==> config.mk <==
export PLATFORM = sky130hd
export DESIGN_NAME = dns_query_encoder
export DESIGN_NICKNAME = d
export VERILOG_FILES = /design/src/rtl/core/dqe_pkg.sv /design/src/rtl/core/dns_query_encoder.sv /design/src/rtl/core/dqe_ram.sv /design/src/rtl/core/dqe_ctrl.sv /design/src/rtl/core/dqe_dp.sv
export VERILOG_INCLUDE_DIRS = /design/src /design/src/rtl/core
export SDC_FILE = /design/constraint.sdc
export NUM_CORES = 1
export LEC_CHECK = 0
export BUFFER_PORTS_ARGS = -buffer_cell sky130_fd_sc_hd__buf_2
export CAP_MARGIN = 20
export CORE_MARGIN = 4
export CORE_UTILIZATION = 30
export CTS_BUF_LIST = sky130_fd_sc_hd__clkbuf_4 sky130_fd_sc_hd__clkbuf_8 sky130_fd_sc_hd__clkbuf_16
export DETAILED_ROUTE_END_ITERATION = 6
export PLACE_DENSITY = 0.45
export REMOVE_ABC_BUFFERS = 1
export SKIP_LAST_GASP = 1
export SYNTH_ARGS = -nofsm -noshare
export SYNTH_HDL_FRONTEND = slang
export SYNTH_SLANG_ARGS = --single-unit
==> constraint.sdc <==
create_clock -name clk_i -period 5.7 [get_ports clk_i]
set_input_delay 0.285 -clock clk_i [delete_from_list [all_inputs] [get_ports clk_i]]
set_output_delay 0.285 -clock clk_i [all_outputs]
set_load 0.01 [all_outputs]
==> src/rtl/core/dns_query_encoder_assert.svh <==
// ----------------------------------------------------------------------------
// dns query encoder assertion macros
// shorthand for clocked properties sampled on clk_i, quiet while rst_ni is low
// ----------------------------------------------------------------------------
`ifndef DNS_QUERY_ENCODER_ASSERT_SVH
`define DNS_QUERY_ENCODER_ASSERT_SVH

// same-cycle implication
`define DQE_ASSERT_IMP(name, ante, cons) \
  name: assert property (@(posedge clk_i) disable iff (!rst_ni) (ante) |-> (cons)) \
    else $error("dqe assertion failed");

// next-cycle implication
`define DQE_ASSERT_NXT(name, ante, cons) \
  name: assert property (@(posedge clk_i) disable iff (!rst_ni) (ante) |=> (cons)) \
    else $error("dqe assertion failed");

`endif

==> src/rtl/core/dqe_pkg.sv <==
// ----------------------------------------------------------------------------
// dqe_pkg
// shared constants, codes and control structs of the dns query encoder
// ----------------------------------------------------------------------------
package dqe_pkg;

  // sizes
  localparam int unsigned LABEL_MAX_DEF = 63;
  localparam int unsigned LENGTH_MAX    = 512;
  localparam int unsigned HDR_LEN       = 12;
  localparam int unsigned TAIL_LEN      = 5;

  // configuration port
  localparam int unsigned CFG_IDX_W  = 1;
  localparam int unsigned CFG_DATA_W = 16;
  localparam logic [CFG_IDX_W-1:0] REG_QUERY_TYPE = 1'b0;
  localparam logic [CFG_IDX_W-1:0] REG_SIZE_LIMIT = 1'b1;
  localparam logic [15:0] QUERY_TYPE_RST = 16'd1;
  localparam logic [9:0]  SIZE_LIMIT_RST = 10'd300;

  // action codes
  localparam logic [1:0] ACT_START = 2'd0;
  localparam logic [1:0] ACT_CHAR  = 2'd1;
  localparam logic [1:0] ACT_END   = 2'd2;

  // status codes
  localparam logic [1:0] ERR_OK    = 2'd0;
  localparam logic [1:0] ERR_EMPTY = 2'd1;
  localparam logic [1:0] ERR_LONG  = 2'd2;
  localparam logic [1:0] ERR_SIZE  = 2'd3;

  // message bytes
  localparam logic [7:0] DOT_CHAR     = 8'h2e;
  localparam logic [7:0] FLAGS_RD     = 8'h01;
  localparam logic [7:0] QDCOUNT_LO   = 8'h01;
  localparam logic [7:0] CLASS_IN_LO  = 8'h01;

  // header byte positions
  localparam int unsigned POS_ID_HI   = 0;
  localparam int unsigned POS_ID_LO   = 1;
  localparam int unsigned POS_FLAGS   = 2;
  localparam int unsigned POS_QDCOUNT = 5;

  // tail byte positions, after the pending label
  localparam int unsigned TPOS_TYPE_HI = 1;
  localparam int unsigned TPOS_TYPE_LO = 2;
  localparam int unsigned TPOS_CLASS   = 4;

  typedef struct packed {
    logic accept;   // input item taken this cycle
    logic load;     // result item loaded into output register
    logic rd_en;    // fetch label bytes for the next pair
  } dqe_cmd_t;

  typedef struct packed {
    logic burst_req;  // presented input item causes result items
    logic last;       // pair in flight is the last of its burst
  } dqe_sts_t;

endpackage

==> src/rtl/core/dns_query_encoder.sv <==
// ----------------------------------------------------------------------------
// dns query encoder
// builds a dns query message from a dotted name streamed one character an item
// input channel (in_valid_i / in_stall_o): action start carries query_id_i,
// action char carries character_i (a dot closes a label), action end closes
// output channel (out_valid_o / out_stall_i): up to two message bytes an item,
// run_last_o on the last item of an input, message_done_o with status_o and
// message_length_o on the closing item; on an error status the consumer drops
// the message; config writes (cfg_we_i, cfg_idx_i, cfg_wdata_i) only while idle
// an item causing results holds in_stall_o until its last result is loaded;
// the label buffer read starts at the accepting edge, the first result item is
// loaded once the controller is in emit state, then one a cycle unless stalled
// (header: 6 items, label of length L: (L+2)/2 items, end: up to 35)
// the next input is taken while the final item still sits in the output register
// out_stall_i freezes the burst and the output register; nothing is dropped
// reset: query_type 1, size_limit 300, no message open; label buffer is not
// cleared, only entries written in the current label are read
// ----------------------------------------------------------------------------
`include "dns_query_encoder_assert.svh"

module dns_query_encoder #(
  parameter int unsigned LABEL_MAX = dqe_pkg::LABEL_MAX_DEF
) (
  input  logic                           clk_i,
  input  logic                           rst_ni,
  // configuration writes
  input  logic                           cfg_we_i,
  input  logic [dqe_pkg::CFG_IDX_W-1:0]  cfg_idx_i,
  input  logic [dqe_pkg::CFG_DATA_W-1:0] cfg_wdata_i,
  // input items
  input  logic                           in_valid_i,
  output logic                           in_stall_o,
  input  logic [1:0]                     action_i,
  input  logic [15:0]                    query_id_i,
  input  logic [7:0]                     character_i,
  // result items
  output logic                           out_valid_o,
  input  logic                           out_stall_i,
  output logic [7:0]                     first_byte_o,
  output logic [7:0]                     second_byte_o,
  output logic [1:0]                     byte_count_o,
  output logic                           run_last_o,
  output logic                           message_done_o,
  output logic [1:0]                     status_o,
  output logic [9:0]                     message_length_o
);

  // command and status between controller and datapath
  dqe_pkg::dqe_cmd_t cmd;
  dqe_pkg::dqe_sts_t sts;

  // controller: accepts items, sequences byte pair bursts, owns output valid
  dqe_ctrl u_ctrl (
    .clk_i       (clk_i),
    .rst_ni      (rst_ni),
    .in_valid_i  (in_valid_i),
    .in_stall_o  (in_stall_o),
    .out_valid_o (out_valid_o),
    .out_stall_i (out_stall_i),
    .sts_i       (sts),
    .cmd_o       (cmd)
  );

  // datapath: message state, error checks, label buffer and output fields
  dqe_dp #(
    .LABEL_MAX (LABEL_MAX)
  ) u_dp (
    .clk_i            (clk_i),
    .rst_ni           (rst_ni),
    .cfg_we_i         (cfg_we_i),
    .cfg_idx_i        (cfg_idx_i),
    .cfg_wdata_i      (cfg_wdata_i),
    .action_i         (action_i),
    .query_id_i       (query_id_i),
    .character_i      (character_i),
    .cmd_i            (cmd),
    .sts_o            (sts),
    .first_byte_o     (first_byte_o),
    .second_byte_o    (second_byte_o),
    .byte_count_o     (byte_count_o),
    .run_last_o       (run_last_o),
    .message_done_o   (message_done_o),
    .status_o         (status_o),
    .message_length_o (message_length_o)
  );

  // an item that causes results blocks the input until its burst is loaded
  `DQE_ASSERT_NXT(a_burst_blocks_input, cmd.accept && sts.burst_req, in_stall_o)

  // the closing item always ends its burst
  `DQE_ASSERT_IMP(a_done_is_last, out_valid_o && message_done_o, run_last_o)

  // a length is reported only on a successful close
  `DQE_ASSERT_IMP(a_length_on_ok_close, out_valid_o && (message_length_o != 10'd0),
                  message_done_o && (status_o == dqe_pkg::ERR_OK))

  // an item without bytes is only the closing item of a failed message
  `DQE_ASSERT_IMP(a_empty_item_is_error, out_valid_o && (byte_count_o == 2'd0),
                  message_done_o && (status_o != dqe_pkg::ERR_OK))

endmodule

==> src/rtl/core/dqe_ram.sv <==
// ----------------------------------------------------------------------------
// dqe_ram
// generic ram, one write port, two registered read ports
// ----------------------------------------------------------------------------
module dqe_ram #(
  parameter int unsigned WIDTH = 8,
  parameter int unsigned DEPTH = 64,
  localparam int unsigned AW   = (DEPTH > 1) ? $clog2(DEPTH) : 1
) (
  input  logic             clk_i,
  input  logic             we_i,
  input  logic [AW-1:0]    waddr_i,
  input  logic [WIDTH-1:0] wdata_i,
  input  logic             re_i,
  input  logic [AW-1:0]    raddr0_i,
  input  logic [AW-1:0]    raddr1_i,
  output logic [WIDTH-1:0] rdata0_o,
  output logic [WIDTH-1:0] rdata1_o
);

  logic [WIDTH-1:0] mem_q [DEPTH];
  logic [WIDTH-1:0] rdata0_q;
  logic [WIDTH-1:0] rdata1_q;

  always_ff @(posedge clk_i) begin
    if (we_i) begin
      mem_q[waddr_i] <= wdata_i;
    end
    if (re_i) begin
      rdata0_q <= mem_q[raddr0_i];
      rdata1_q <= mem_q[raddr1_i];
    end
  end

  assign rdata0_o = rdata0_q;
  assign rdata1_o = rdata1_q;

endmodule

==> src/rtl/core/dqe_ctrl.sv <==
// ----------------------------------------------------------------------------
// dqe_ctrl
// controller: input acceptance, burst sequencing, output valid
// ----------------------------------------------------------------------------
module dqe_ctrl (
  input  logic             clk_i,
  input  logic             rst_ni,
  input  logic             in_valid_i,
  output logic             in_stall_o,
  output logic             out_valid_o,
  input  logic             out_stall_i,
  input  dqe_pkg::dqe_sts_t sts_i,
  output dqe_pkg::dqe_cmd_t cmd_o
);

  typedef enum logic [1:0] {
    ST_IDLE = 2'b01,
    ST_EMIT = 2'b10
  } dqe_state_e;

  dqe_state_e state_q, state_d;
  logic       out_valid_q, out_valid_d;

  always_comb begin
    state_d      = state_q;
    cmd_o.accept = in_valid_i && (state_q == ST_IDLE);
    cmd_o.load   = (state_q == ST_EMIT) && (!out_valid_q || !out_stall_i);
    cmd_o.rd_en  = (cmd_o.accept && sts_i.burst_req) || (cmd_o.load && !sts_i.last);
    unique case (state_q)
      ST_IDLE: begin
        if (cmd_o.accept && sts_i.burst_req) state_d = ST_EMIT;
      end
      ST_EMIT: begin
        if (cmd_o.load && sts_i.last) state_d = ST_IDLE;
      end
      default: state_d = ST_IDLE;
    endcase
  end

  always_comb begin
    out_valid_d = out_valid_q;
    if (cmd_o.load) begin
      out_valid_d = 1'b1;
    end else if (out_valid_q && !out_stall_i) begin
      out_valid_d = 1'b0;
    end
  end

  always_ff @(posedge clk_i or negedge rst_ni) begin
    if (!rst_ni) begin
      state_q     <= ST_IDLE;
      out_valid_q <= 1'b0;
    end else begin
      state_q     <= state_d;
      out_valid_q <= out_valid_d;
    end
  end

  assign in_stall_o  = (state_q != ST_IDLE);
  assign out_valid_o = out_valid_q;

endmodule

==> src/rtl/core/dqe_dp.sv <==
// ----------------------------------------------------------------------------
// dqe_dp
// datapath: message state, label buffer, byte pair formatting, output register
// ----------------------------------------------------------------------------
module dqe_dp #(
  parameter int unsigned LABEL_MAX = dqe_pkg::LABEL_MAX_DEF
) (
  input  logic                           clk_i,
  input  logic                           rst_ni,
  input  logic                           cfg_we_i,
  input  logic [dqe_pkg::CFG_IDX_W-1:0]  cfg_idx_i,
  input  logic [dqe_pkg::CFG_DATA_W-1:0] cfg_wdata_i,
  input  logic [1:0]                     action_i,
  input  logic [15:0]                    query_id_i,
  input  logic [7:0]                     character_i,
  input  dqe_pkg::dqe_cmd_t              cmd_i,
  output dqe_pkg::dqe_sts_t              sts_o,
  output logic [7:0]                     first_byte_o,
  output logic [7:0]                     second_byte_o,
  output logic [1:0]                     byte_count_o,
  output logic                           run_last_o,
  output logic                           message_done_o,
  output logic [1:0]                     status_o,
  output logic [9:0]                     message_length_o
);

  localparam int unsigned LEN_W = $clog2(LABEL_MAX + 1);
  localparam int unsigned AW    = (LABEL_MAX > 1) ? $clog2(LABEL_MAX) : 1;
  localparam int unsigned PW    = $clog2(LABEL_MAX + 8);

  typedef enum logic [1:0] {
    BK_HEADER,
    BK_LABEL,
    BK_TAIL,
    BK_ERR
  } dqe_burst_e;

  // configuration
  logic [15:0] qtype_q;
  logic [9:0]  slimit_q;

  // message state
  logic [LEN_W-1:0] len_q, len_d;
  logic [9:0]       bw_q, bw_d;
  logic [1:0]       err_q, err_d;
  logic             in_msg_q, in_msg_d;
  logic [15:0]      id_q, id_d;

  // burst in flight
  dqe_burst_e       kind_q, kind_d;
  logic [PW-1:0]    n_q, n_d;
  logic [PW-1:0]    lpart_q, lpart_d;
  logic [PW-1:0]    k_q, k_d;

  // decode helpers
  logic [9:0]       lim;
  logic [PW-1:0]    lab_sz;
  logic [PW-1:0]    tail_lpart;
  logic [10:0]      dot_sum;
  logic [10:0]      total;
  logic [10:0]      tail_sum;
  logic [1:0]       end_err;
  logic             is_dot;
  logic             ram_we;
  logic             burst_req;

  // label buffer access
  logic [PW-1:0]    k_rd;
  logic [PW-1:0]    k_rd_m1;
  logic [7:0]       rdata0;
  logic [7:0]       rdata1;

  // pair formatting
  logic [PW:0]      k_p1;
  logic [PW:0]      k_p2;
  logic             v0, v1, last, closing;
  logic [7:0]       b0, b1;

  always_ff @(posedge clk_i or negedge rst_ni) begin
    if (!rst_ni) begin
      qtype_q  <= dqe_pkg::QUERY_TYPE_RST;
      slimit_q <= dqe_pkg::SIZE_LIMIT_RST;
    end else if (cfg_we_i) begin
      unique case (cfg_idx_i)
        dqe_pkg::REG_QUERY_TYPE: qtype_q  <= cfg_wdata_i;
        dqe_pkg::REG_SIZE_LIMIT: slimit_q <= cfg_wdata_i[9:0];
      endcase
    end
  end

  // limit in force is the smaller of the register and the build maximum
  assign lim = ({1'b0, slimit_q} > 11'(dqe_pkg::LENGTH_MAX)) ?
               10'(dqe_pkg::LENGTH_MAX) : slimit_q;

  assign is_dot     = (character_i == dqe_pkg::DOT_CHAR);
  assign lab_sz     = PW'(len_q) + PW'(1);
  assign tail_lpart = (len_q != '0) ? lab_sz : '0;
  assign dot_sum    = 11'(bw_q) + 11'(lab_sz);
  assign total      = 11'(bw_q) + 11'(tail_lpart);
  assign tail_sum   = total + 11'(dqe_pkg::TAIL_LEN);
  // a label that overruns also overruns with the tail added
  assign end_err    = (err_q != dqe_pkg::ERR_OK) ? err_q :
                      (tail_sum > {1'b0, lim}) ? dqe_pkg::ERR_SIZE : dqe_pkg::ERR_OK;

  always_comb begin
    len_d     = len_q;
    bw_d      = bw_q;
    err_d     = err_q;
    in_msg_d  = in_msg_q;
    id_d      = id_q;
    kind_d    = kind_q;
    n_d       = n_q;
    lpart_d   = lpart_q;
    burst_req = 1'b0;
    ram_we    = 1'b0;
    unique case (action_i)
      dqe_pkg::ACT_START: begin
        in_msg_d = 1'b1;
        len_d    = '0;
        id_d     = query_id_i;
        if (lim < 10'(dqe_pkg::HDR_LEN)) begin
          err_d = dqe_pkg::ERR_SIZE;
          bw_d  = '0;
        end else begin
          err_d     = dqe_pkg::ERR_OK;
          bw_d      = 10'(dqe_pkg::HDR_LEN);
          burst_req = 1'b1;
          kind_d    = BK_HEADER;
          n_d       = PW'(dqe_pkg::HDR_LEN);
          lpart_d   = '0;
        end
      end
      dqe_pkg::ACT_CHAR: begin
        if (in_msg_q && (err_q == dqe_pkg::ERR_OK)) begin
          if (!is_dot) begin
            if (len_q >= LEN_W'(LABEL_MAX)) begin
              err_d = dqe_pkg::ERR_LONG;
            end else begin
              ram_we = 1'b1;
              len_d  = len_q + LEN_W'(1);
            end
          end else if (len_q == '0) begin
            err_d = dqe_pkg::ERR_EMPTY;
          end else if (dot_sum > {1'b0, lim}) begin
            err_d = dqe_pkg::ERR_SIZE;
          end else begin
            burst_req = 1'b1;
            kind_d    = BK_LABEL;
            n_d       = lab_sz;
            lpart_d   = lab_sz;
            bw_d      = dot_sum[9:0];
            len_d     = '0;
          end
        end
      end
      dqe_pkg::ACT_END: begin
        if (in_msg_q) begin
          in_msg_d  = 1'b0;
          len_d     = '0;
          burst_req = 1'b1;
          if (end_err != dqe_pkg::ERR_OK) begin
            err_d   = end_err;
            kind_d  = BK_ERR;
            n_d     = '0;
            lpart_d = '0;
          end else begin
            kind_d  = BK_TAIL;
            lpart_d = tail_lpart;
            n_d     = tail_lpart + PW'(dqe_pkg::TAIL_LEN);
            bw_d    = tail_sum[9:0];
          end
        end
      end
      default: ;
    endcase
  end

  assign sts_o.burst_req = burst_req;

  // pair counter restarts at each burst
  always_comb begin
    k_d = k_q;
    if (cmd_i.accept) begin
      k_d = '0;
    end else if (cmd_i.load) begin
      k_d = k_q + PW'(2);
    end
  end

  always_ff @(posedge clk_i or negedge rst_ni) begin
    if (!rst_ni) begin
      len_q    <= '0;
      bw_q     <= '0;
      err_q    <= dqe_pkg::ERR_OK;
      in_msg_q <= 1'b0;
      kind_q   <= BK_HEADER;
      n_q      <= '0;
      lpart_q  <= '0;
      k_q      <= '0;
    end else begin
      if (cmd_i.accept) begin
        len_q    <= len_d;
        bw_q     <= bw_d;
        err_q    <= err_d;
        in_msg_q <= in_msg_d;
        kind_q   <= kind_d;
        n_q      <= n_d;
        lpart_q  <= lpart_d;
      end
      k_q <= k_d;
    end
  end

  always_ff @(posedge clk_i) begin
    if (cmd_i.accept) id_q <= id_d;
  end

  // byte at position p of the burst sits at label address p-1
  assign k_rd    = cmd_i.accept ? '0 : (k_q + PW'(2));
  assign k_rd_m1 = k_rd - PW'(1);

  dqe_ram #(
    .WIDTH (8),
    .DEPTH (LABEL_MAX)
  ) u_label_ram (
    .clk_i    (clk_i),
    .we_i     (ram_we && cmd_i.accept),
    .waddr_i  (len_q[AW-1:0]),
    .wdata_i  (character_i),
    .re_i     (cmd_i.rd_en),
    .raddr0_i (k_rd_m1[AW-1:0]),
    .raddr1_i (k_rd[AW-1:0]),
    .rdata0_o (rdata0),
    .rdata1_o (rdata1)
  );

  function automatic logic [7:0] burst_byte(
    input dqe_burst_e    kind,
    input logic [PW-1:0] pos,
    input logic [PW-1:0] lpart,
    input logic [15:0]   id,
    input logic [15:0]   qtype,
    input logic [7:0]    mem_b
  );
    logic [PW-1:0] t;
    logic [7:0]    b;
    t = pos - lpart;
    b = 8'h00;
    case (kind)
      BK_HEADER: begin
        case (pos)
          PW'(dqe_pkg::POS_ID_HI):   b = id[15:8];
          PW'(dqe_pkg::POS_ID_LO):   b = id[7:0];
          PW'(dqe_pkg::POS_FLAGS):   b = dqe_pkg::FLAGS_RD;
          PW'(dqe_pkg::POS_QDCOUNT): b = dqe_pkg::QDCOUNT_LO;
          default:                   b = 8'h00;
        endcase
      end
      BK_LABEL, BK_TAIL: begin
        if (pos < lpart) begin
          // length prefix, then buffered label bytes
          b = (pos == '0) ? 8'(lpart - PW'(1)) : mem_b;
        end else begin
          case (t)
            PW'(dqe_pkg::TPOS_TYPE_HI): b = qtype[15:8];
            PW'(dqe_pkg::TPOS_TYPE_LO): b = qtype[7:0];
            PW'(dqe_pkg::TPOS_CLASS):   b = dqe_pkg::CLASS_IN_LO;
            default:                    b = 8'h00;
          endcase
        end
      end
      default: b = 8'h00;
    endcase
    return b;
  endfunction

  assign k_p1    = {1'b0, k_q} + (PW+1)'(1);
  assign k_p2    = {1'b0, k_q} + (PW+1)'(2);
  assign v0      = (k_q < n_q);
  assign v1      = (k_p1 < {1'b0, n_q});
  assign last    = (k_p2 >= {1'b0, n_q});
  assign closing = last && ((kind_q == BK_TAIL) || (kind_q == BK_ERR));
  assign b0      = burst_byte(kind_q, k_q, lpart_q, id_q, qtype_q, rdata0);
  assign b1      = burst_byte(kind_q, k_p1[PW-1:0], lpart_q, id_q, qtype_q, rdata1);

  assign sts_o.last = last;

  always_ff @(posedge clk_i) begin
    if (cmd_i.load) begin
      first_byte_o     <= v0 ? b0 : 8'h00;
      second_byte_o    <= v1 ? b1 : 8'h00;
      byte_count_o     <= v1 ? 2'd2 : (v0 ? 2'd1 : 2'd0);
      run_last_o       <= last;
      message_done_o   <= closing;
      status_o         <= closing ? err_q : dqe_pkg::ERR_OK;
      message_length_o <= (closing && (kind_q == BK_TAIL)) ? bw_q : 10'd0;
    end
  end

endmodule

Word-level counts from Yosys, hierarchy flattened
Memory sizes are Yosys's and may differ from the RTL's. A register that Yosys moved wholly into a read port is not among the register bits.
Cells that the tools add are included.
{"block": "op_classes", "bitwise": 1, "magnitude_cmp": 10, "n_eq_ne": 36, "n_mux": 81, "addsub": 13, "reduce_logical": 41}
{"cell": "8-bit one-hot mux with 3 select lines", "count": 4}
{"cell": "7-bit 2-to-1 mux", "count": 13}
{"cell": "10-bit 2-to-1 mux", "count": 7}
{"cell": "6-bit 2-to-1 mux", "count": 7}
{"cell": "7-bit one-hot mux with 3 select lines", "count": 2}
{"cell": "2-bit 2-to-1 mux", "count": 18}
{"cell": "8-bit 2-to-1 mux", "count": 4}
{"cell": "8-bit one-hot mux with 2 select lines", "count": 2}
{"cell": "10-bit one-hot mux with 3 select lines", "count": 1}
{"cell": "7-bit by 1-bit == test with 1-bit output (second input constant)", "count": 4}
{"cell": "7-bit by 2-bit == test with 1-bit output (second input constant)", "count": 4}
{"cell": "7-bit by 3-bit == test with 1-bit output (second input constant)", "count": 4}
{"cell": "10-bit by 7-bit adder with 11-bit output", "count": 2}
{"cell": "11-bit by 10-bit greater-than comparator with 1-bit output", "count": 2}
{"cell": "7-bit < comparator", "count": 3}
{"cell": "6-bit one-hot mux with 3 select lines", "count": 1}
{"cell": "1-bit 2-to-1 mux", "count": 16}
{"cell": "8-bit AND reduction", "count": 2}
{"cell": "7-bit zero test", "count": 2}
{"cell": "7-bit AND reduction", "count": 2}
{"cell": "7-bit subtractor", "count": 2}
{"cell": "2-bit inequality test (second input constant)", "count": 6}
{"cell": "2-bit one-hot mux with 3 select lines", "count": 2}
{"cell": "11-bit by 3-bit adder with 11-bit output (second input constant)", "count": 1}
{"cell": "other kinds (36)", "count": 71}
{"block": "word_totals", "ramBits": 504, "output_inout_bits": 34, "ff_bits": 119, "wordCells": 203, "input_bits": 48, "n_memories": 1}
{"memory": "u_dp.u_label_ram.mem_q", "depth": 63, "word_bits": 8, "read_ports": 2, "rd_ports_with_merged_regs": 2, "wr": 1, "line": "dqe_ram.sv:21", "text": "logic [WIDTH-1:0] mem_q [DEPTH];"}

Longest topological paths before layout
Gate-level depths: netlist (run 1).
{"block": "depth", "ltp_word": 11, "ltp_mapped": 26, "depth_no_buf": 23}

Hierarchy
A second synthesis (run 1) with hierarchy kept.
{"block": "unflattened", "hier_cells": 2171, "hier_area_um2": 32831.5}
{"mod": "dqe_ram", "instances": 1, "area_per_inst_um2": 24428.4, "cells_per_inst": 1310, "seq_area_each_um2": 15615.0}
{"mod": "dqe_dp", "instances": 1, "area_per_inst_um2": 8227.9, "cells_per_inst": 845, "seq_area_each_um2": 3124.2}
{"mod": "dqe_ctrl", "instances": 1, "area_per_inst_um2": 175.2, "cells_per_inst": 16, "seq_area_each_um2": 76.3}

Least setup slack after synthesis (run 1)
OpenSTA, ideal clock, no wires.
{"block": "synth_path", "path_kind": "register to register", "startpoint": "reg u_dp.len_q[2]", "endpoint": "reg u_dp.bw_q[5]", "stages_incl_launch_ff": 21, "period_less_slack_ps": 4933, "arrival_time_ps": 4806, "n_path_buf": 4, "path_slack_ps": 767, "required_ps": 5572, "setup_time_ps": 128, "cell_sequence": "dfrtp_1 clkbuf_1 clkbuf_1 nand3_1 xnor2_1 inv_1 ha_1 ha_1 and2_1 a221oi_1 nand2_1 a221oi_1 xnor2_1 ha_1 o21ai_0 a221o_1 buf_2 a31o_2 and3_1 buf_2 mux2_1"}
{"block": "synth_between", "elab_chain_len": 10, "elab_cells_between_ends": 23, "classes_between": "add/sub (4); order compare (2); eq/ne (3); mux (10); reduce/logical (4)"}
{"item": "start: declaration", "line": "dqe_dp.sv:43", "text": "logic [LEN_W-1:0] len_q, len_d;"}
{"item": "start signal: assignment", "line": "dqe_dp.sv:202", "text": "len_q <= len_d;"}
{"item": "6-bit by 1-bit adder with 7-bit output / 6-bit nonzero test (equally long branches)", "line": "dqe_dp.sv:96, dqe_dp.sv:97"}
{"item": "7-bit 2-to-1 mux", "line": "dqe_dp.sv:97", "text": "assign tail_lpart = (len_q != '0) ? lab_sz : '0;"}
{"item": "10-bit by 7-bit adder with 11-bit output", "line": "dqe_dp.sv:99", "text": "assign total = 11'(bw_q) + 11'(tail_lpart);"}
{"item": "11-bit by 3-bit adder with 11-bit output", "line": "dqe_dp.sv:100", "text": "assign tail_sum = total + 11'(dqe_pkg::TAIL_LEN);"}
{"item": "11-bit by 10-bit greater-than comparator with 1-bit output", "line": "dqe_dp.sv:103", "text": "(tail_sum > {1'b0, lim}) ? dqe_pkg::ERR_SIZE : dqe_pkg::ERR_OK;"}
{"item": "2-bit 2-to-1 mux", "line": "dqe_dp.sv:103"}
{"item": "2-bit 2-to-1 mux", "line": "dqe_dp.sv:102", "text": "assign end_err = (err_q != dqe_pkg::ERR_OK) ? err_q :"}
{"item": "2-bit nonzero test", "line": "dqe_dp.sv:161", "text": "if (end_err != dqe_pkg::ERR_OK) begin"}
{"item": "2-bit inequality test (no line)"}
{"item": "8-bit AND reduction (no line)"}
{"item": "end signal: assignment", "line": "dqe_dp.sv:203", "text": "bw_q <= bw_d;"}
{"item": "end: declaration", "line": "dqe_dp.sv:44", "text": "logic [9:0] bw_q, bw_d;"}
Parallel ways exist; a longest one is shown, timed or not. The select of a mux whose other input is x is not followed.
A chain may end at the register's enable or synchronous reset.

Worst setup path after layout (run 1)
{"block": "layout_path", "startpoint": "reg u_dp.len_q[0]", "endpoint": "reg u_dp.bw_q[5]"}
Same word-level chain as after synthesis.

==> metrics, run 1 <==
outcome=complete, no violations; setup violators final=0; final net count=about 2500; clock sinks=approximately 640; cell taking the most area after synthesis=edfxtp_1; CP max stage delay=~530 ps; Pint=8550 uW; global route overflow=0; R2R setup slack=about 370 ps; core area=96900 um^2; post-synthesis sequential area ratio=0.642; Ys Warns=0; Net Sw Power=3310 uW; DP Area=31100 um^2; Worst Hold Path EP=u_ctrl.out_valid_o; DP HPWL=about 57000 um; cell count after synthesis=2296; share of cells above drive strength 1=0.137; worst setup path class=flip-flop to flip-flop; antenna-violating nets left=0; Design Area, Final=33700 um^2; Worst IR Drop VDD=180 uV; Worst-path clk slew=60 ps; clk_lat worst skew=620 ps; vias=19171; Max Transition Viols Final=0; top cells by area, synth=edfxtp_1, dfrtp_1, nand2_1; Vias/cell=5.15; DP Cell Count=roughly 3600; nature of the critical path startpoint=flip-flop; element type at the critical path end=flip-flop; Cell Chain, Critical Path=ha_1 -> nand3_1 -> xnor2_2 -> inv_1 -> ha_1 -> ha_1 -> and2_1 -> a221oi_1 -> nand2_1 -> a221oi_1 -> xnor2_1 -> ha_1 -> o21ai_0 -> a221o_1 -> a31o_2 -> and3_2 -> mux2_1; Die ar.=103000 um^2; htree depth=3; FP Rows=114; global-route wire length before repair=~130000 um; Root Driver=clkbuf_16; DRC=0; Relative slew margins=0.327; Seq cells post-synth=between 600 and 700; hold depth=3; CP Data Arrival Time=5830 ps; initial antenna violation count=1; number of flops mapped to enable cells by yosys=between 500 and 600; Sw Share=0.279; vias in the first global route=19393; Finished Layout Cells=3721; Pwr Total=11900 uW; IO Port Bufs=81; number of distinct library cells after synthesis=90; IO Pins=82; reg2reg path depth=17; Final Wtd Congestion=approximately 0.81; fin crit share=0.935; Gate power share=0.172; LEAKAGE=between 0.01 and 0.015 uW; required time worst endpoint=6200 ps; Cell Area, Synth=29300 um^2; final setup TNS=0 ps; CP max FO=10; top cell type's share of synthesized area=0.582; largest net degree at the start of global routing=121; hold slack=57.5 ps; Fin. Hold Viols=0; share of flip-flops with an asynchronous set or reset=0.110; Die W=321 um; Area Overhead vs Synth=15.1%; Cell Pwr Density=351 nW/um^2; DRT Pass-1 Iters=5; CTS tree=built; min-delay src=out_stall_i; most frequent cell after synthesis=edfxtp_1; CTS Buf Count=70; dominant synthesized flop cell=edfxtp_1; WL/cell=between 20 and 25 um; WP buf/inv=1; Min-Delay Path Class=primary input to flip-flop; Crit path max-delay family=compound AO/OA/AOI/OAI gates; clock skew=16.4 ps; reg-to-reg endpoint=u_dp.bw_q[5]; CTS Buffer Depth=3; initial DRC count=approximately 1600; MaxCap Viol Count=0; CP dominant cell by count=ha_1; Clk pwr share=0.377; Syn Area/Cell=12.8 um^2; R2R Path Start=u_dp.len_q[0]; Die Span Y=321 um; top cells by count, synth=edfxtp_1, nand2_1, nor2_1, ha_1; f_max=about 190 MHz; GRT Resource Usage Total=0.164; fillers=9390; post-layout minimum cycle time=about 5300 ps; starting density of the core=0.303; Post-CTS Repair Setup Buffers=0; Crit-path slowest cell=dfrtp_1; Flop pwr share=0.451; wirelength, routed=84900 um; RSZ-0062 raised after global routing=false; Worst-Margin Slew=984 ps
==> final cells by class <==
class / count / area [um^2] / share of cell area
well taps: 1276 / 1600 / 0.0473
diodes: 1 / 2.50 / 0.0000742
clock buffers: 91 / 1930 / 0.0573
flip-flops and latches: 638 / 18800 / 0.558
multi-input cells: 1462 / 9750 / 0.289
clock inverters: 33 / 315 / 0.00935
repair buffers: 155 / 1080 / 0.0320
inverters: 65 / 244 / 0.00723
==> sequential cells by signal (all words and copies together) (netlist names), 8 cells and up <==
signal                     cells
u_dp.bw_q                     10
u_dp.u_label_ram.rdata1_o      8
u_dp.first_byte_o              8
u_dp.id_q                     16
u_dp.u_label_ram.rdata0_o      8
u_dp.message_length_o         10
u_dp.qtype_q                  16
u_dp.second_byte_o             8
u_dp.slimit_q                 10
u_dp.u_label_ram.mem_q       504
==> worst register-to-register path, stage by stage (launching register included) <==
cell and delay, ps:
dfrtp_1 530, ha_1 330, nand3_1 170, xnor2_2 320
inv_1 140, ha_1 290, ha_1 330, and2_1 200
a221oi_1 340, nand2_1 150, a221oi_1 490, xnor2_1 150
ha_1 320, o21ai_0 90, a221o_1 410, a31o_2 300
and3_2 320, mux2_1 340
==> how the worst max path moves through the flow <==
stage	from	end	slack [ps]	cells past startpoint
4_1_cts	u_dp.len_q[0]	u_dp.u_label_ram.rdata1_o[7]	80	18
3_3_place_gp	u_dp.len_q[0]	u_dp.u_label_ram.rdata0_o[0]	300	18
5_1_grt	u_dp.len_q[1]	u_dp.n_q[4]	50	18
3_5_place_dp	u_dp.len_q[0]	u_dp.u_label_ram.rdata0_o[1]	120	18
6_report	u_dp.len_q[0]	u_dp.bw_q[5]	370	17
2_1_floorplan	u_dp.k_q[1]	u_dp.u_label_ram.rdata0_o[0]	-5830	10
==> metal layers <==
layer / vias up / global-route usage / share of wire
met4: 0 / 0.0439 / 0.025
met3: 126 / 0.0322 / 0.050
met5: - / 0 / 0
met1: 9639 / 0.234 / 0.48
li1: 8912 / - / -
met2: 494 / 0.255 / 0.44
==> kinds of logic (layout without fill, tap and decap cells) <==
kind of cell / after synthesis / in the layout / synth area share
mux: 124 / 124 / 0.0493
compound gates: 477 / 477 / 0.114
flops: 638 / 638 / 0.642
buf+inv: 196 / 344 / 0.0280
fa+ha+maj: 93 / 93 / 0.0405
xor+xnor: 36 / 36 / 0.0119
other cells: 1 / 2 / 0.000128
simple gates: 731 / 731 / 0.114
==> metrics by stage <==
| step | util | worst slack (ps) |
|---|---|---|
| after global routing | 0.348 | 53.9 |
| after CTS | 0.348 | 84.4 |
| final | 0.348 | 370 |
| after global placement | 0.321 | 297 |
| after floorplan | - | -5830 |
| after detailed placement | 0.321 | 122 |
==> power groups by stage <==
stage	combinational, uW	sequential [uW]	clock [uW]
floorplan	1290	5390	0
global placement	2010	5450	0
detailed placement	2010	5440	0
CTS	2040	5350	4590
global route	2260	5360	4810
finish	2040	5350	4470
==> cells in the final DEF, fill, tap and decap left out, types with 10 or more instances in the layout <==
cell           count
edfxtp_1         568
dlygate4sd3_1     33
nor2_1           127
clkinv_1          12
ha_1              90
a21oi_1           66
mux4_2            10
a22oi_1           21
o32ai_1           13
clkbuf_16         71
a221oi_1          10
xnor2_1           23
and3_1            30
buf_4             38
mux2_2            45
nand2_1          337
nor3_1            21
o211ai_1          19
o22ai_1           24
clkbuf_4          19
mux2i_1           65
a21o_1            10
dfrtp_1           63
inv_1             61
and2_1            41
a311oi_1          50
nor2b_1           17
o21a_1            12
o221ai_1          28
o21ai_0           83
nand3_1           88
clkinv_2          11
nand2b_1          12
a31oi_1           30
a211oi_1          49
buf_2             81
==> timing repair <==
item	in CTS	in global routing
setup endpoints to repair	0	40
gates resized for setup	0	6
hold buffers	33	0
hold endpoints to repair	106	0
No activity file was read; power rests on OpenSTA's default activity.
==> run 2: changes to the inputs <==
--- a/config.mk
+++ b/config.mk
@@ -10,9 +10,10 @@
 export CAP_MARGIN = 20
 export CORE_MARGIN = 4
 export CORE_UTILIZATION = 30
-export CTS_BUF_LIST = sky130_fd_sc_hd__clkbuf_4 sky130_fd_sc_hd__clkbuf_8 sky130_fd_sc_hd__clkbuf_16
+export CTS_BUF_LIST = sky130_fd_sc_hd__clkbuf_2
 export DETAILED_ROUTE_END_ITERATION = 6
 export PLACE_DENSITY = 0.45
+export RECOVER_POWER = 100
 export REMOVE_ABC_BUFFERS = 1
 export SKIP_LAST_GASP = 1
 export SYNTH_ARGS = -nofsm -noshare
==> constraint.sdc (replaced) <==
create_clock -name clk_i -period 6.3 [get_ports clk_i]
set_input_delay 0.315 -clock clk_i [delete_from_list [all_inputs] [get_ports clk_i]]
set_output_delay 0.315 -clock clk_i [all_outputs]
set_load 0.01 [all_outputs]
==> run 2 against run 1 <==
  * The run now ends with max-capacitance violations, max-slew violations left
  * Final cell count rose by 5.8%
  * Critical path depth fell by 9
  * Register-to-register slack improved by 160 ps
  * Hold slack improved by 210 ps
  * Flip-flop and latch count did not move
  * Wire length rose by 2.7%
  * Clock power fell by 37%
  * Non-clock buffer count rose by 63
  * Critical path type is now primary input to flip-flop
  * Highest routed layer unchanged
==> metrics, run 2 (same netlist as run 1, synthesis figures left out) <==
outcome=finished, violations left; failing checks=max-capacitance violations, max-slew violations; Worst-path clk slew=roughly 100 ps; DRC=0; global route overflow=0; FP Rows=114; wirelength, routed=87200 um; Fin. Hold Viols=0; DRT Pass-1 Iters=5; element type at the critical path end=flip-flop; starting density of the core=0.303; RSZ-0062 raised after global routing=false; Die ar.=103000 um^2; most frequent cells in the layout=edfxtp_1, nand2_1, clkbuf_2, nor2_1, dlygate4sd3_1; Max Transition Viols Final=slightly below 700; CTS Buf Count=approximately 160; IO Pins=between 80 and 90; R2R setup slack=between 500 and 600 ps; required time worst endpoint=7200 ps; setup violators final=0; Vias/cell=slightly above 5; vias in the first global route=20260; CTS tree=built; final core utilization=0.345; commonest non-fill, non-tap cell in the layout=edfxtp_1; initial DRC count=1689; nature of the critical path startpoint=primary input; CP max FO=64; WL/cell=between 20 and 25 um; IO Port Bufs=81; post-layout minimum cycle time=5770 ps; pre-CTS WS=556 ps; CP Data Arrival Time=6670 ps; Root Driver=clkbuf_2; htree depth=4; Largest Register=u_dp.u_label_ram.mem_q; fin crit share=0.916; f_max=173 MHz; DP HPWL=56600 um; Area Overhead vs Synth=13.9%; top flop regs=u_dp.u_label_ram.mem_q: 504 flops, u_dp.id_q: 16 flops, u_dp.qtype_q: 16 flops; largest net degree at the start of global routing=121; vias=20144; Worst IR Drop VDD=172 uV; Die W=between 300 and 400 um; clock skew=101 ps; worst setup path class=primary input to flip-flop; clk_lat worst skew=1370 ps; MaxCap Viol Count=12; global-route wire length before repair=130000 um; LEAKAGE=0.0118 uW; Die Span Y=321 um; fillers=9563; final net count=2690; antenna-violating nets left=0; GRT Resource Usage Total=0.168; Cell Pwr Density=286 nW/um^2; share of cells above drive strength 1=0.146; Relative slew margins=-1.63; Final Wtd Congestion=0.824; Final WS setup=531 ps; initial antenna violation count=5; CTS Buffer Depth=3; core area=roughly 97000 um^2; Min-Delay Path Class=primary input to flip-flop; number of flip-flops under the largest register name=504; Worst-Margin Slew=3950 ps; clock sinks=638
## run 2: cell types whose count changed in the layout (fill, tap and decap cells not counted), moves of 5 or more
cell           before  now
clkinv_2           11    0
clkbuf_4           19    0
clkbuf_2            0  244
buf_2              81   36
inv_6               5    0
clkinv_1           12   27
clkbuf_1            0   57
dlygate4sd3_1      33  105
buf_4              38   14
clkbuf_16          71    0
## run 2: metrics by stage
stage               hold slack [ps]  setup TNS [ps]  cells  power [uW]  instance area (um^2)
finish                          264               0   3935        9550                 33400
global route                    118               0   3935       10100                 33400
CTS                            47.9               0   3931        9660                 33500
detailed placement              498               0   3551        6740                 31000
global placement                493               0   3551        6730                 31000
floorplan                      19.4          -41830   2165        6040                 28700
## run 2: what timing repair did
action	in CTS	in global routing
setup buffers	0	0
hold buffers	106	0
gates resized for setup	0	0
endpoints found under the hold margin	704	0
## run 2: where the power goes
group / internal [uW] / switching (uW) / total, uW
Sequential: 4730 / 122 / 4850
Combinational: 682 / 1210 / 1890
Clock: 1130 / 1680 / 2810
Total: 6540 / 3010 / 9550
## run 2: cell type report
| type | instances | area (um^2) | area share |
|---|---|---|---|
| Inverter | 65 | 244 | 0.00730 |
| Sequential cell | 638 | 18800 | 0.563 |
| Multi-Input combinational cell | 1462 | 9690 | 0.290 |
| Clock buffer | 243 | 1220 | 0.0364 |
| Clock inverter | 31 | 205 | 0.00614 |
| Tap cell | 1276 | 1600 | 0.0478 |
| Antenna cell | 2 | 5.00 | 0.000150 |
| Timing Repair Buffer | 218 | 1630 | 0.0488 |
## run 2: layer usage
metal | share of wire | wire, um | global-route usage | vias to the layer above
met5 | 0 | 0 | 0 | -
met4 | 0.021 | 1800 | 0.0500 | 0
li1 | - | - | - | 9320
met3 | 0.062 | 5410 | 0.0379 | 130
met2 | 0.45 | 39500 | 0.262 | 702
met1 | 0.46 | 40400 | 0.235 | 9992
## run 2: worst paths after layout
kind | from | endpoint | cells after the start
hold / removal | in_valid_i | u_dp.k_q[6] | 6
max in group asynchronous | rst_ni | u_dp.k_q[1] | 5
setup / recovery | character_i[4] | u_dp.u_label_ram.mem_q[6][6] | 8
hold reg to reg | u_dp.slimit_q[0] | u_dp.slimit_q[0] | 1
setup reg to reg | u_dp.len_q[0] | u_dp.n_q[6] | 19
min in group asynchronous | rst_ni | u_dp.slimit_q[3] | 4
## run 2: critical path, cell delays in order
cell           delay [ps]
dlygate4sd3_1         520
buf_2                 100
clkbuf_1             2310
or4b_1                760
o22ai_1               350
nor4_1                670
nand3_1               660
nor2_1                940
==> run 3: changes to the inputs <==
==> constraint.sdc (replaced) <==
create_clock -name clk_i -period 5.45 [get_ports clk_i]
set_input_delay 0.2725 -clock clk_i [delete_from_list [all_inputs] [get_ports clk_i]]
set_output_delay 0.2725 -clock clk_i [all_outputs]
set_load 0.01 [all_outputs]
==> run 3 against run 2 <==
  * The run still ends with max-capacitance violations, max-slew violations left
  * Highest routed layer unchanged
  * Largest power group unchanged
  * Cell area rose by 0.60%
  * Register-to-register slack got worse by 270 ps
  * Sequential power rose by 15%
==> metrics, run 3 (same netlist as run 1, synthesis figures left out) <==
core area=just under 100000 um^2; setup violators final=0; DRT Pass-1 Iters=5; required time worst endpoint=6590 ps; initial DRC count=roughly 1700; share of cells above drive strength 1=0.155; htree depth=4; RSZ-0062 raised after global routing=true; DP Cell Count=around 3600; f_max=193 MHz; CP Data Arrival Time=6330 ps; top flop regs=u_dp.u_label_ram.mem_q: 504 flops, u_dp.id_q: 16 flops, u_dp.qtype_q: 16 flops; Pwr Total=11000 uW; Largest Register=u_dp.u_label_ram.mem_q; Min-Delay Path Class=primary input to flip-flop; Cell Chain, Critical Path=clkbuf_1 -> nand3_1 -> clkbuf_1 -> nor2_1 -> ha_1 -> ha_1 -> and2_1 -> a221oi_1 -> buf_4 -> xnor2_1 -> ha_1 -> o21ai_0 -> a221o_1 -> a31o_2 -> and3_2 -> mux2_1; largest net degree at the start of global routing=~120; CP dominant cell by count=ha_1; Worst-path clk slew=roughly 130 ps; Design Area, Final=33600 um^2; most frequent cells in the layout=edfxtp_1, nand2_1, clkbuf_2, nor2_1, dlygate4sd3_1; Root Driver=clkbuf_2; WL/cell=22.2 um; antenna-violating nets left=0; worst setup path class=flip-flop to flip-flop; FP Rows=114; Die Span Y=~320 um; initial antenna violation count=5; Vias/cell=5.10; DP HPWL=57500 um; starting density of the core=0.303; CTS Buf Count=163; Worst IR Drop VDD=between 150 and 200 uV; vias=20169; Die ar.=103000 um^2; Relative slew margins=-1.28; fin crit share=0.952; global route overflow=0; wirelength, routed=between 80000 and 90000 um; Fin. Hold Viols=0; nature of the critical path startpoint=flip-flop; vias in the first global route=approximately 20000; number of flip-flops under the largest register name=504; IO Port Bufs=roughly 80; CP max stage delay=about 830 ps; LEAKAGE=approximately 0.012 uW; Die W=321 um; IO Pins=82; clock sinks=roughly 640; CP max FO=11; MaxCap Viol Count=11; clock skew=about 100 ps; DP Area=31300 um^2; Final Wtd Congestion=0.829; commonest non-fill, non-tap cell in the layout=edfxtp_1; clk_lat worst skew=1320 ps; post-layout minimum cycle time=5190 ps; global-route wire length before repair=131000 um; Max Transition Viols Final=634; final net count=approximately 2700; element type at the critical path end=flip-flop; GRT Resource Usage Total=0.169; CTS Buffer Depth=3; Crit-path slowest cell=clkbuf_1; failing checks=max-capacitance violations, max-slew violations; Area Overhead vs Synth=14.6%; CTS tree=built; Cell Pwr Density=327 nW/um^2; Finished Layout Cells=approximately 4000; DRC=0; Worst-Margin Slew=3410 ps; outcome=finished, violations left
run 3: changes by cell type in the layout (fill, tap and decap cells not counted), sizes merged:
| cell | before | now |
|---|---|---|
| inv | 64 | 67 |
| clkbuf | 301 | 299 |
| diode | 2 | 3 |
| buf | 55 | 78 |
| dlygate4sd3 | 105 | 101 |
| clkdlybuf4s25 | 0 | 1 |
run 3: area by class of cell:
cell class              instances  area [um^2]
multi-input cells            1462         9730
diodes                          3         7.51
inverters                      65          244
fillers                      9575        63200
clock inverters                34          216
well taps                    1276         1600
repair buffers                247         1840
clock buffers                 232         1160
flip-flops and latches        638        18800
run 3: path summary, 6_finish.rpt:
kind	from	to	slack, ps	cells after the start
setup / recovery	u_dp.len_q[5]	u_dp.bw_q[5]	260	16
setup reg to reg	u_dp.len_q[5]	u_dp.bw_q[5]	260	16
hold / removal	query_id_i[8]	u_dp.id_q[8]	250	3
hold reg to reg	u_dp.slimit_q[0]	u_dp.slimit_q[0]	530	1
min in group asynchronous	rst_ni	u_dp.slimit_q[5]	940	4
max in group asynchronous	rst_ni	u_dp.k_q[1]	1060	5
run 3: power breakdown:
part,switching [uW],internal (uW),total (uW)
clock network,1910,1270,3180
registers,132,5460,5600
logic,1390,816,2200
run 3: what timing repair did:
action,4_1_cts,5_1_grt
hold endpoints to repair,709,0
hold buffers,102,0
buffers inserted,0,8
setup endpoints to repair,0,43
resized for setup,0,5
run 3: worst max-delay path: cells and delay by family (launching register included):
kind	cells	cell delay (ps)
compound gates	4	1090
mux	1	320
simple gates	4	860
xor+xnor	1	60
fa+ha+maj	3	990
flops	1	410
buf+inv	3	1250
run 3: routing by layer:
metal | GRT usage | vias up | routed length [um]
met5 | 0 | - | 0
met4 | 0.0485 | 0 | 1760
met1 | 0.240 | 10079 | 41600
li1 | - | 9356 | -
met3 | 0.0345 | 130 | 4660
met2 | 0.261 | 604 | 39600
run 3: per-stage QoR:
| step | hold WS (ps) | util | worst slack (ps) | setup TNS (ps) |
|---|---|---|---|---|
| 3_5_place_dp | 453 | 0.323 | 184 | 0 |
| 6_report | 250 | 0.347 | 260 | 0 |
| 2_1_floorplan | -23.1 | - | -6080 | -61110 |
| 3_3_place_gp | 455 | 0.323 | 269 | 0 |
| 4_1_cts | 3.91 | 0.348 | 107 | 0 |
| 5_1_grt | 101 | 0.347 | -11.6 | -11.6 |
